$ cat src/sv/uft_pkg.sv
// shared types, constants and tables for the fat timestamp encoder
package uft_pkg;

  localparam int NUM_STAGES = 10;

  typedef struct packed {
    logic [NUM_STAGES-1:0] en;
  } pipe_ctl_t;

  // saturation thresholds in unix seconds
  localparam logic [32:0] LO_SEC = 33'd315532800;
  localparam logic [32:0] HI_SEC = 33'd4354819200;

  // reciprocals for exact division by constants: q = (x * RECIP) >> shift
  localparam logic [26:0] DAY_RECIP  = 27'(((64'd1 << 36) + 64'd674) / 64'd675);
  localparam logic [20:0] ERA_RECIP  = 21'(((64'd1 << 38) + 64'd146096) / 64'd146097);
  localparam logic [18:0] RECIP_1460 = 19'(((64'd1 << 29) + 64'd1459) / 64'd1460);
  localparam logic [18:0] RECIP_365  = 19'(((64'd1 << 27) + 64'd364) / 64'd365);
  localparam logic [11:0] MP_RECIP   = 12'(((64'd1 << 19) + 64'd152) / 64'd153);
  localparam logic [17:0] MIN_RECIP  = 18'(((64'd1 << 23) + 64'd59) / 64'd60);
  localparam logic [11:0] HOUR_RECIP = 12'(((64'd1 << 17) + 64'd59) / 64'd60);

  localparam logic [19:0] EPOCH_SHIFT   = 20'd719468;
  localparam logic [19:0] ERA_DAYS      = 20'd146097;
  localparam logic [11:0] FAT_YEAR_BASE = 12'd1980;

  localparam logic [15:0] FAT_DATE_MIN = 16'h0021;
  localparam logic [15:0] FAT_TIME_MIN = 16'h0000;
  localparam logic [15:0] FAT_DATE_MAX = 16'hFF9F;
  localparam logic [15:0] FAT_TIME_MAX = 16'hBF7D;

  // first day-of-year of each month, counted from march
  function automatic logic [8:0] month_start(input logic [3:0] mp);
    logic [8:0] r;
    case (mp)
      4'd0:    r = 9'd0;
      4'd1:    r = 9'd31;
      4'd2:    r = 9'd61;
      4'd3:    r = 9'd92;
      4'd4:    r = 9'd122;
      4'd5:    r = 9'd153;
      4'd6:    r = 9'd184;
      4'd7:    r = 9'd214;
      4'd8:    r = 9'd245;
      4'd9:    r = 9'd275;
      4'd10:   r = 9'd306;
      4'd11:   r = 9'd337;
      default: r = 9'd0;
    endcase
    return r;
  endfunction

endpackage

$ cat src/sv/uft_split.sv
// split unix seconds into day count and second of day, plus range flags
module uft_split (
  input  logic              clk,
  input  uft_pkg::pipe_ctl_t ctl,
  input  logic [32:0]       seconds,
  output logic [16:0]       days,
  output logic [16:0]       sod,
  output logic              below,
  output logic              above
);
  import uft_pkg::*;

  // 86400 = 128 * 675: shift off the low seven bits, then divide by 675
  logic [25:0] hi_part_nxt;
  logic [52:0] prod_nxt;
  logic [25:0] hi_part_r;
  logic [52:0] prod_r;
  logic [6:0]  low_r;
  logic        below0_r, above0_r;

  assign hi_part_nxt = seconds[32:7];
  assign prod_nxt    = 53'(hi_part_nxt) * 53'(DAY_RECIP);

  always_ff @(posedge clk) begin
    if (ctl.en[0]) begin
      hi_part_r <= hi_part_nxt;
      prod_r    <= prod_nxt;
      low_r     <= seconds[6:0];
      below0_r  <= seconds < LO_SEC;
      above0_r  <= seconds >= HI_SEC;
    end
  end

  logic [16:0] days_nxt;
  logic [26:0] rem_full;
  logic [16:0] sod_nxt;
  logic [16:0] days_r, sod_r;
  logic        below1_r, above1_r;

  assign days_nxt = prod_r[52:36];
  assign rem_full = 27'(hi_part_r) - 27'(days_nxt) * 27'(675);
  assign sod_nxt  = {rem_full[9:0], low_r};

  always_ff @(posedge clk) begin
    if (ctl.en[1]) begin
      days_r   <= days_nxt;
      sod_r    <= sod_nxt;
      below1_r <= below0_r;
      above1_r <= above0_r;
    end
  end

  assign days  = days_r;
  assign sod   = sod_r;
  assign below = below1_r;
  assign above = above1_r;

endmodule

$ cat src/sv/uft_date.sv
// day count to gregorian year offset, month and day, seven stages
module uft_date (
  input  logic              clk,
  input  uft_pkg::pipe_ctl_t ctl,
  input  logic [16:0]       days,
  input  logic              below_in,
  input  logic              above_in,
  output logic [6:0]        year_off,
  output logic [3:0]        month,
  output logic [4:0]        day,
  output logic              below,
  output logic              above
);
  import uft_pkg::*;

  // shift to a march-based calendar and find the 400-year era
  logic [19:0] z_nxt;
  logic [40:0] pera_nxt;
  logic [19:0] z_r;
  logic [40:0] pera_r;
  logic [1:0]  f2_r;

  assign z_nxt    = 20'(days) + EPOCH_SHIFT;
  assign pera_nxt = 41'(z_nxt) * 41'(ERA_RECIP);

  always_ff @(posedge clk) begin
    if (ctl.en[2]) begin
      z_r    <= z_nxt;
      pera_r <= pera_nxt;
      f2_r   <= {above_in, below_in};
    end
  end

  logic [2:0]  era_nxt;
  logic [19:0] doe_full;
  logic [2:0]  era3_r;
  logic [17:0] doe3_r;
  logic [1:0]  f3_r;

  assign era_nxt  = pera_r[40:38];
  assign doe_full = z_r - 20'(era_nxt) * ERA_DAYS;

  always_ff @(posedge clk) begin
    if (ctl.en[3]) begin
      era3_r <= era_nxt;
      doe3_r <= doe_full[17:0];
      f3_r   <= f2_r;
    end
  end

  // century count minus the last-day correction, as compares
  logic [36:0] p1460_nxt;
  logic [1:0]  cent_nxt;
  logic [2:0]  era4_r;
  logic [17:0] doe4_r;
  logic [36:0] p1460_r;
  logic [1:0]  cent4_r;
  logic [1:0]  f4_r;

  assign p1460_nxt = 37'(doe3_r) * 37'(RECIP_1460);
  assign cent_nxt  = 2'(doe3_r >= 18'd36524) + 2'(doe3_r >= 18'd73048)
                   + 2'(doe3_r >= 18'd109572);

  always_ff @(posedge clk) begin
    if (ctl.en[4]) begin
      era4_r  <= era3_r;
      doe4_r  <= doe3_r;
      p1460_r <= p1460_nxt;
      cent4_r <= cent_nxt;
      f4_r    <= f3_r;
    end
  end

  logic [17:0] n_nxt;
  logic [36:0] p365_nxt;
  logic [2:0]  era5_r;
  logic [17:0] doe5_r;
  logic [36:0] p365_r;
  logic [1:0]  f5_r;

  assign n_nxt    = doe4_r - 18'(p1460_r[36:29]) + 18'(cent4_r);
  assign p365_nxt = 37'(n_nxt) * 37'(RECIP_365);

  always_ff @(posedge clk) begin
    if (ctl.en[5]) begin
      era5_r <= era4_r;
      doe5_r <= doe4_r;
      p365_r <= p365_nxt;
      f5_r   <= f4_r;
    end
  end

  logic [8:0]  yoe_nxt;
  logic [1:0]  c100_nxt;
  logic [17:0] doy_full;
  logic [2:0]  era6_r;
  logic [8:0]  yoe6_r;
  logic [8:0]  doy6_r;
  logic [1:0]  f6_r;

  assign yoe_nxt  = p365_r[35:27];
  assign c100_nxt = 2'(yoe_nxt >= 9'd100) + 2'(yoe_nxt >= 9'd200) + 2'(yoe_nxt >= 9'd300);
  assign doy_full = doe5_r - 18'(yoe_nxt) * 18'(365) - 18'(yoe_nxt[8:2]) + 18'(c100_nxt);

  always_ff @(posedge clk) begin
    if (ctl.en[6]) begin
      era6_r <= era5_r;
      yoe6_r <= yoe_nxt;
      doy6_r <= doy_full[8:0];
      f6_r   <= f5_r;
    end
  end

  logic [10:0] mpv_nxt;
  logic [22:0] pmp_nxt;
  logic [2:0]  era7_r;
  logic [8:0]  yoe7_r;
  logic [8:0]  doy7_r;
  logic [22:0] pmp_r;
  logic [1:0]  f7_r;

  assign mpv_nxt = 11'(doy6_r) * 11'(5) + 11'(2);
  assign pmp_nxt = 23'(mpv_nxt) * 23'(MP_RECIP);

  always_ff @(posedge clk) begin
    if (ctl.en[7]) begin
      era7_r <= era6_r;
      yoe7_r <= yoe6_r;
      doy7_r <= doy6_r;
      pmp_r  <= pmp_nxt;
      f7_r   <= f6_r;
    end
  end

  // back to a january-based month; jan and feb belong to the next year
  logic [3:0]  mp;
  logic [8:0]  day_full;
  logic [3:0]  month_nxt;
  logic [11:0] year_nxt;
  logic [11:0] yoff_full;
  logic [6:0]  yoff8_r;
  logic [3:0]  month8_r;
  logic [4:0]  day8_r;
  logic [1:0]  f8_r;

  assign mp        = pmp_r[22:19];
  assign day_full  = doy7_r - month_start(mp) + 9'd1;
  assign month_nxt = (mp < 4'd10) ? mp + 4'd3 : mp - 4'd9;
  assign year_nxt  = 12'(yoe7_r) + 12'(era7_r) * 12'(400) + 12'(month_nxt <= 4'd2);
  assign yoff_full = year_nxt - FAT_YEAR_BASE;

  always_ff @(posedge clk) begin
    if (ctl.en[8]) begin
      yoff8_r  <= yoff_full[6:0];
      month8_r <= month_nxt;
      day8_r   <= day_full[4:0];
      f8_r     <= f7_r;
    end
  end

  assign year_off = yoff8_r;
  assign month    = month8_r;
  assign day      = day8_r;
  assign below    = f8_r[0];
  assign above    = f8_r[1];

endmodule

$ cat src/sv/uft_clock.sv
// second of day to packed fat time word, aligned with the date path
module uft_clock (
  input  logic              clk,
  input  uft_pkg::pipe_ctl_t ctl,
  input  logic [16:0]       sod,
  output logic [15:0]       time_word
);
  import uft_pkg::*;

  logic [34:0] pm_nxt;
  logic [16:0] sod2_r;
  logic [34:0] pm_r;

  assign pm_nxt = 35'(sod) * 35'(MIN_RECIP);

  always_ff @(posedge clk) begin
    if (ctl.en[2]) begin
      sod2_r <= sod;
      pm_r   <= pm_nxt;
    end
  end

  logic [10:0] mt_nxt;
  logic [16:0] sec_full;
  logic [22:0] ph_nxt;
  logic [10:0] mt3_r;
  logic [5:0]  sec3_r;
  logic [22:0] ph3_r;

  assign mt_nxt   = pm_r[33:23];
  assign sec_full = sod2_r - 17'(mt_nxt) * 17'(60);
  assign ph_nxt   = 23'(mt_nxt) * 23'(HOUR_RECIP);

  always_ff @(posedge clk) begin
    if (ctl.en[3]) begin
      mt3_r  <= mt_nxt;
      sec3_r <= sec_full[5:0];
      ph3_r  <= ph_nxt;
    end
  end

  logic [4:0]  hour_nxt;
  logic [10:0] min_full;
  logic [15:0] tword4_r;

  assign hour_nxt = ph3_r[21:17];
  assign min_full = mt3_r - 11'(hour_nxt) * 11'(60);

  always_ff @(posedge clk) begin
    if (ctl.en[4]) begin
      tword4_r <= {hour_nxt, min_full[5:0], sec3_r[5:1]};
    end
  end

  // delay line to match the date path
  logic [15:0] dly_r [4];

  always_ff @(posedge clk) begin
    if (ctl.en[5]) dly_r[0] <= tword4_r;
    if (ctl.en[6]) dly_r[1] <= dly_r[0];
    if (ctl.en[7]) dly_r[2] <= dly_r[1];
    if (ctl.en[8]) dly_r[3] <= dly_r[2];
  end

  assign time_word = dly_r[3];

endmodule

$ cat src/sv/unix_time_to_fat_timestamp_core.sv
// top level: pipeline control, saturation and output register
//
//  channel | ports                                         | direction
//  --------+-----------------------------------------------+----------
//  in      | in_valid, in_stall, in_unix_seconds[32:0]     | sink
//  out     | out_valid, out_stall, out_fat_date[15:0],     | source
//          | out_fat_time[15:0], out_out_of_range          |
//
// ten register stages lie between an accepted beat and out_valid
// one beat per cycle sustained while out_stall stays low; the longest stage is one constant-reciprocal multiply
// each full stage holds while the one after it is full and not moving, so bubbles are squeezed out
// in_stall rises only when every stage up to the input holds a beat
// rst_n (synchronous) clears the stage valid bits only
module unix_time_to_fat_timestamp_core (
  input  logic        clk,
  input  logic        rst_n,
  input  logic        in_valid,
  output logic        in_stall,
  input  logic [32:0] in_unix_seconds,
  output logic        out_valid,
  input  logic        out_stall,
  output logic [15:0] out_fat_date,
  output logic [15:0] out_fat_time,
  output logic        out_out_of_range
);
  import uft_pkg::*;

  logic [NUM_STAGES-1:0] v_r;
  logic [NUM_STAGES-1:0] v_nxt;
  logic [NUM_STAGES-1:0] en;
  pipe_ctl_t             ctl;

  always_comb begin
    en[NUM_STAGES-1] = !v_r[NUM_STAGES-1] || !out_stall;
    for (int i = NUM_STAGES - 2; i >= 0; i--) begin
      en[i] = !v_r[i] || en[i+1];
    end
  end

  always_comb begin
    for (int i = 0; i < NUM_STAGES; i++) begin
      if (en[i]) begin
        v_nxt[i] = (i == 0) ? in_valid : v_r[(i == 0) ? 0 : i - 1];
      end else begin
        v_nxt[i] = v_r[i];
      end
    end
  end

  always_ff @(posedge clk) begin
    if (!rst_n) begin
      v_r <= '0;
    end else begin
      v_r <= v_nxt;
    end
  end

  assign ctl.en   = en;
  assign in_stall = !en[0];

  logic [16:0] days, sod;
  logic        split_below, split_above;
  logic [6:0]  year_off;
  logic [3:0]  month;
  logic [4:0]  day;
  logic        below, above;
  logic [15:0] time_word;

  uft_split u_split (
    .clk     (clk),
    .ctl     (ctl),
    .seconds (in_unix_seconds),
    .days    (days),
    .sod     (sod),
    .below   (split_below),
    .above   (split_above)
  );

  uft_date u_date (
    .clk      (clk),
    .ctl      (ctl),
    .days     (days),
    .below_in (split_below),
    .above_in (split_above),
    .year_off (year_off),
    .month    (month),
    .day      (day),
    .below    (below),
    .above    (above)
  );

  uft_clock u_clock (
    .clk       (clk),
    .ctl       (ctl),
    .sod       (sod),
    .time_word (time_word)
  );

  logic [15:0] date_nxt, time_nxt;
  logic [15:0] date_r, time_r;
  logic        oor_r;

  always_comb begin
    if (below) begin
      date_nxt = FAT_DATE_MIN;
      time_nxt = FAT_TIME_MIN;
    end else if (above) begin
      date_nxt = FAT_DATE_MAX;
      time_nxt = FAT_TIME_MAX;
    end else begin
      date_nxt = {year_off, month, day};
      time_nxt = time_word;
    end
  end

  always_ff @(posedge clk) begin
    if (en[NUM_STAGES-1]) begin
      date_r <= date_nxt;
      time_r <= time_nxt;
      oor_r  <= below || above;
    end
  end

  assign out_valid        = v_r[NUM_STAGES-1];
  assign out_fat_date     = date_r;
  assign out_fat_time     = time_r;
  assign out_out_of_range = oor_r;

  a_accept_lands: assert property (@(posedge clk) disable iff (!rst_n)
    in_valid && !in_stall |=> v_r[0])
    else $error("accepted beat did not enter the first stage");

  a_full_stalls: assert property (@(posedge clk) disable iff (!rst_n)
    (&v_r) && out_stall |-> in_stall)
    else $error("input taken while the pipeline is full and blocked");

  a_sat_value: assert property (@(posedge clk) disable iff (!rst_n)
    out_valid && out_out_of_range |->
      (out_fat_date == FAT_DATE_MIN && out_fat_time == FAT_TIME_MIN) ||
      (out_fat_date == FAT_DATE_MAX && out_fat_time == FAT_TIME_MAX))
    else $error("saturated beat carries a wrong timestamp");

  a_fields_legal: assert property (@(posedge clk) disable iff (!rst_n)
    out_valid && !out_out_of_range |->
      out_fat_date[8:5] >= 4'd1 && out_fat_date[8:5] <= 4'd12 &&
      out_fat_date[4:0] != 5'd0 && out_fat_time[4:0] <= 5'd29 &&
      out_fat_time[10:5] <= 6'd59 && out_fat_time[15:11] <= 5'd23)
    else $error("encoded timestamp field out of its legal range");

endmodule

$ cat config.mk
export PLATFORM = sky130hd
export DESIGN_NAME = unix_time_to_fat_timestamp_core
export DESIGN_NICKNAME = d
export VERILOG_FILES = /design/src/sv/uft_pkg.sv /design/src/sv/uft_split.sv /design/src/sv/uft_date.sv /design/src/sv/uft_clock.sv /design/src/sv/unix_time_to_fat_timestamp_core.sv
export SDC_FILE = /design/constraint.sdc
export NUM_CORES = 2
export LEC_CHECK = 0
export ABC_CLOCK_PERIOD_IN_PS = 19800
export BUFFER_PORTS_ARGS = -buffer_cell sky130_fd_sc_hd__buf_2
export CORE_UTILIZATION = 40
export CTS_CLUSTER_DIAMETER = 200
export DETAILED_ROUTE_END_ITERATION = 12
export GPL_ROUTABILITY_DRIVEN = 0
export MAX_ROUTING_LAYER = met4
export SETUP_SLACK_MARGIN = 0.2
export SLEW_MARGIN = 5
export SYNTH_ARGS = -nofsm -noshare
export SYNTH_HDL_FRONTEND = slang
export SYNTH_HIERARCHICAL = 1
export SYNTH_SLANG_ARGS = --single-unit
$ cat constraint.sdc
create_clock -name clk -period 19.8 [get_ports clk]
set_input_delay 0.99 -clock clk [delete_from_list [all_inputs] [get_ports clk]]
set_output_delay 0.99 -clock clk [all_outputs]
set_load 0.05 [all_outputs]
==> results.txt <==
----------------------------------------------------
[Die]
  Initial cell density of the core ... 40.3%
  I/O pin count ... 72
  Total core area ... 128000 um^2
  Number of rows created at floorplan ... around 130
  Die boundary width ... roughly 360 um
  Die Y ... between 300 and 400 um
  Full die area ... 130000 um^2

[Yosys]
  Cell count after synthesis ... ~4600
  Number of warnings issued by yosys ... 6
  Syn avg cell area ... ~11 um^2
  Cell with the most instances after synthesis ... sky130_fd_sc_hd__inv_1
  Seq/Total Area, Yosys ... around 23%
  Share of synthesized registers carrying an async set or reset ... 0%
  Area fraction of the dominant cell type after synthesis ... between 20 and 30%
  Netlist Area Pre-Place ... 51400 um^2
  Register bit count reported by yosys ... 394
  Ranking of synthesized cells by area ... sky130_fd_sc_hd__ha_1 29%, sky130_fd_sc_hd__fa_1 25%, sky130_fd_sc_hd__edfxtp_1 22%
  Post-synth top area cell ... sky130_fd_sc_hd__ha_1
  Distinct cell type count of the synthesized netlist ... around 100
  Number of enable-type register cells in the synthesized netlist ... between 300 and 400
  Main flop type after synthesis ... sky130_fd_sc_hd__edfxtp_1
  Syn_nets ... ~6500
  Leading cell types by count after synthesis ... 1223 x sky130_fd_sc_hd__inv_1, 1199 x sky130_fd_sc_hd__ha_1, 648 x sky130_fd_sc_hd__fa_1

[CTS]
  Clock input transition at the sequential cells of the worst setup and hold paths ... ~0.070 ns
  Total setup buffers inserted after CTS ... 0
  Root Buffer ... sky130_fd_sc_hd__clkbuf_16
  H-tree level count ... 2
  Post-cts sizing count ... 0
  Cts hold-fix bufs ... 0
  Sinks on the clock net ... about 400
  TritonCTS clock tree ... done
  Clock Tree Buf Depth ... 3
  Skew-Pair Late Insertion Delay ... ~0.62 ns
  Total CTS buffers ... 47

[Critical path]
  Top delay family on crit path ... adder cells
  Crit Path Class ... flip-flop to flip-flop
  Peak fanout along the critical path ... 7
  Worst reg-to-reg path cell count ... 32
  Critical path data arrival time ... 9.16 ns
  Total stage count of the critical path ... 32
  Worst path slowest cell ... sky130_fd_sc_hd__fa_1
  Reg2Reg Setup Slack ... ~11 ns
  Worst path max stage delay ... about 0.59 ns
  Buffers and inverters on the worst path ... 6
  Data required time of the worst path ... about 20 ns
  Kind of end point of the critical path ... flip-flop
  Startpoint type of the worst setup path ... flip-flop

[Route]
  Number of vias in the routed layout ... approximately 31000
  Remaining design rule violation count ... 0
  Post-detailed-routing wire length ... ~100000 um
  Vias per std cell ... around 4.8
  Number of search-and-repair iterations in the first detailed-routing pass ... 6
  Routed wire per std cell ... approximately 16 um
  Number of violations reported at the end of detailed-routing iteration 0 ... between 1000 and 1500
  Remaining antenna violation count after routing ... 0

[Global route]
  Pin count of the biggest net entering global routing ... 50
  Global-route wire length before repair ... 171000 um
  GRT overflow ... 0
  Number of antenna violations at the first check in global routing ... 2
  Global-route usage over all layers ... between 10% and 20%
  Number of global-route vias before repair ... 33200

[STA]
  Fmax ... approximately 0.11 GHz
  Period Utilization, post-route ... 44.5%
  Count of endpoints failing setup in the final report ... 0
  Worst Skew ... ~0.033 ns
  Sum of negative setup slack ... 0 ns
  Worst Tran Pin Value ... 1.10 ns
  Post-layout minimum cycle time ... ~8.8 ns
  Number of max-slew violations in the final report ... 0
  Number of hold violations in the final report ... 0
  Max-Slew Margin vs Limit ... 26.0%
  Setup repair after global routing missed its margin ... no

[Cells and area]
  Area of the multi-input gates ... roughly 35000 um^2
  Area growth syn-to-layout ... 8.07%
  Antenna diode count ... 0
  Sequential cell area ... around 12000 um^2
  Fraction of final layout cells with drive strength greater than 1 ... 4.98%
  NumNets Final ... roughly 6600
  Number of filler cells placed in the layout ... roughly 12000

[Placed design]
  Count of input and output buffers ... 71
  Detailed-placement wirelength estimate ... ~86000 um

[Worst hold path]
  Worst Hold Path Cells ... 0
  Path type of the worst min-delay path ... flip-flop to flip-flop

[Run status]
  Outcome ... finished, final reports clean

[Job]
  Max_cap viols ... 0

----------------------------------------------------
## final timing paths
check | startpoint | end
worst min register to register | u_split/low_r[5]$_DFFE_PP_ | u_split/sod[5]$_DFFE_PP_
worst max-delay path | u_date/doe4_r[1]$_DFFE_PP_ | u_date/p365_r[35]$_DFFE_PP_
worst min-delay path | u_split/low_r[5]$_DFFE_PP_ | u_split/sod[5]$_DFFE_PP_
worst max register to register | u_date/doe4_r[1]$_DFFE_PP_ | u_date/p365_r[35]$_DFFE_PP_
## layer usage
layer  vias up  wire [um]  track usage (%)  share of wire, %
met1     15000      49200             22.4                49
li1      15100          -                -                 -
met2       353      47200             27.6                47
met4         0       1810             3.30               1.8
met5         -          0                -                 0
met3       109       2990             1.73               3.0
## final cells by class
cell class | instances | share of cell area (%)
Clock buffer | 61 | 2.34
Multi-Input combinational cell | 2935 | 63.2
Tap cell | 1662 | 3.75
Clock inverter | 27 | 0.480
Timing Repair Buffer | 94 | 0.951
Inverter | 1224 | 8.27
Sequential cell | 394 | 21.0
## through the flow
step                      worst slack, ns  hold slack (ns)  instance area [um^2]  std cells  util (%)
after floorplan                     11.17            0.400                 51400       4567         -
after global placement              11.01            0.400                 54000       6309      42.3
after detailed placement            10.94            0.405                 54000       6309      42.3
after CTS                           10.92            0.411                 55500       6397      43.5
after global routing                10.24            0.414                 55500       6397      43.5
final                               10.99            0.413                 55500       6397      43.5
## layout by cell type (no fill, tap or decap), types with 22 or more instances in the layout
cell / netlist / routed
sky130_fd_sc_hd__buf_4: 0 / 23
sky130_fd_sc_hd__a21o_1: 74 / 74
sky130_fd_sc_hd__nor2_1: 125 / 125
sky130_fd_sc_hd__ha_1: 1199 / 1199
sky130_fd_sc_hd__nand3_1: 32 / 30
sky130_fd_sc_hd__o21a_1: 22 / 22
sky130_fd_sc_hd__o21ai_0: 67 / 67
sky130_fd_sc_hd__fa_1: 648 / 648
sky130_fd_sc_hd__clkbuf_16: 0 / 47
sky130_fd_sc_hd__edfxtp_1: 379 / 379
sky130_fd_sc_hd__xnor2_1: 139 / 137
sky130_fd_sc_hd__a21oi_1: 123 / 123
sky130_fd_sc_hd__xor2_1: 49 / 49
sky130_fd_sc_hd__nand4_1: 31 / 31
sky130_fd_sc_hd__inv_1: 1223 / 1223
sky130_fd_sc_hd__nor2b_1: 22 / 22
sky130_fd_sc_hd__buf_2: 4 / 71
sky130_fd_sc_hd__nand2_1: 114 / 111
## sequential cells by signal (all words and copies together) (netlist names), 6 cells and up, named ones only
signal	cells
v_r	10
u_split/days	17
u_date/doy6_r	9
out_fat_time	16
u_date/yoe7_r	7
u_date/doe4_r	18
u_split/low_r	7
u_clock/tword4_r	16
u_split/hi_part_r	10
u_clock/mt3_r	6
u_clock/pm_r	11
u_date/p1460_r	8
u_clock/dly_r	64
u_date/year_off	7
out_fat_date	16
u_date/z_r	18
u_date/p365_r	9
u_split/prod_r	17
u_date/doe3_r	18
u_date/yoe6_r	7
u_date/doe5_r	9
u_split/sod	17
## kinds of logic after synthesis
group | after synthesis | synth area share, %
buffers and inverters | 1238 | 9.07
AND/OR/NAND/NOR | 439 | 4.21
multiplexers | 9 | 0.192
XOR/XNOR | 188 | 3.20
adder cells (fa/ha/maj) | 1847 | 54.4
flip-flops | 394 | 22.7
AO/OA/AOI/OAI | 452 | 6.14
Power is not shown: default switching activity piles up to over one toggle a cycle in this logic, so the estimate is an artifact.
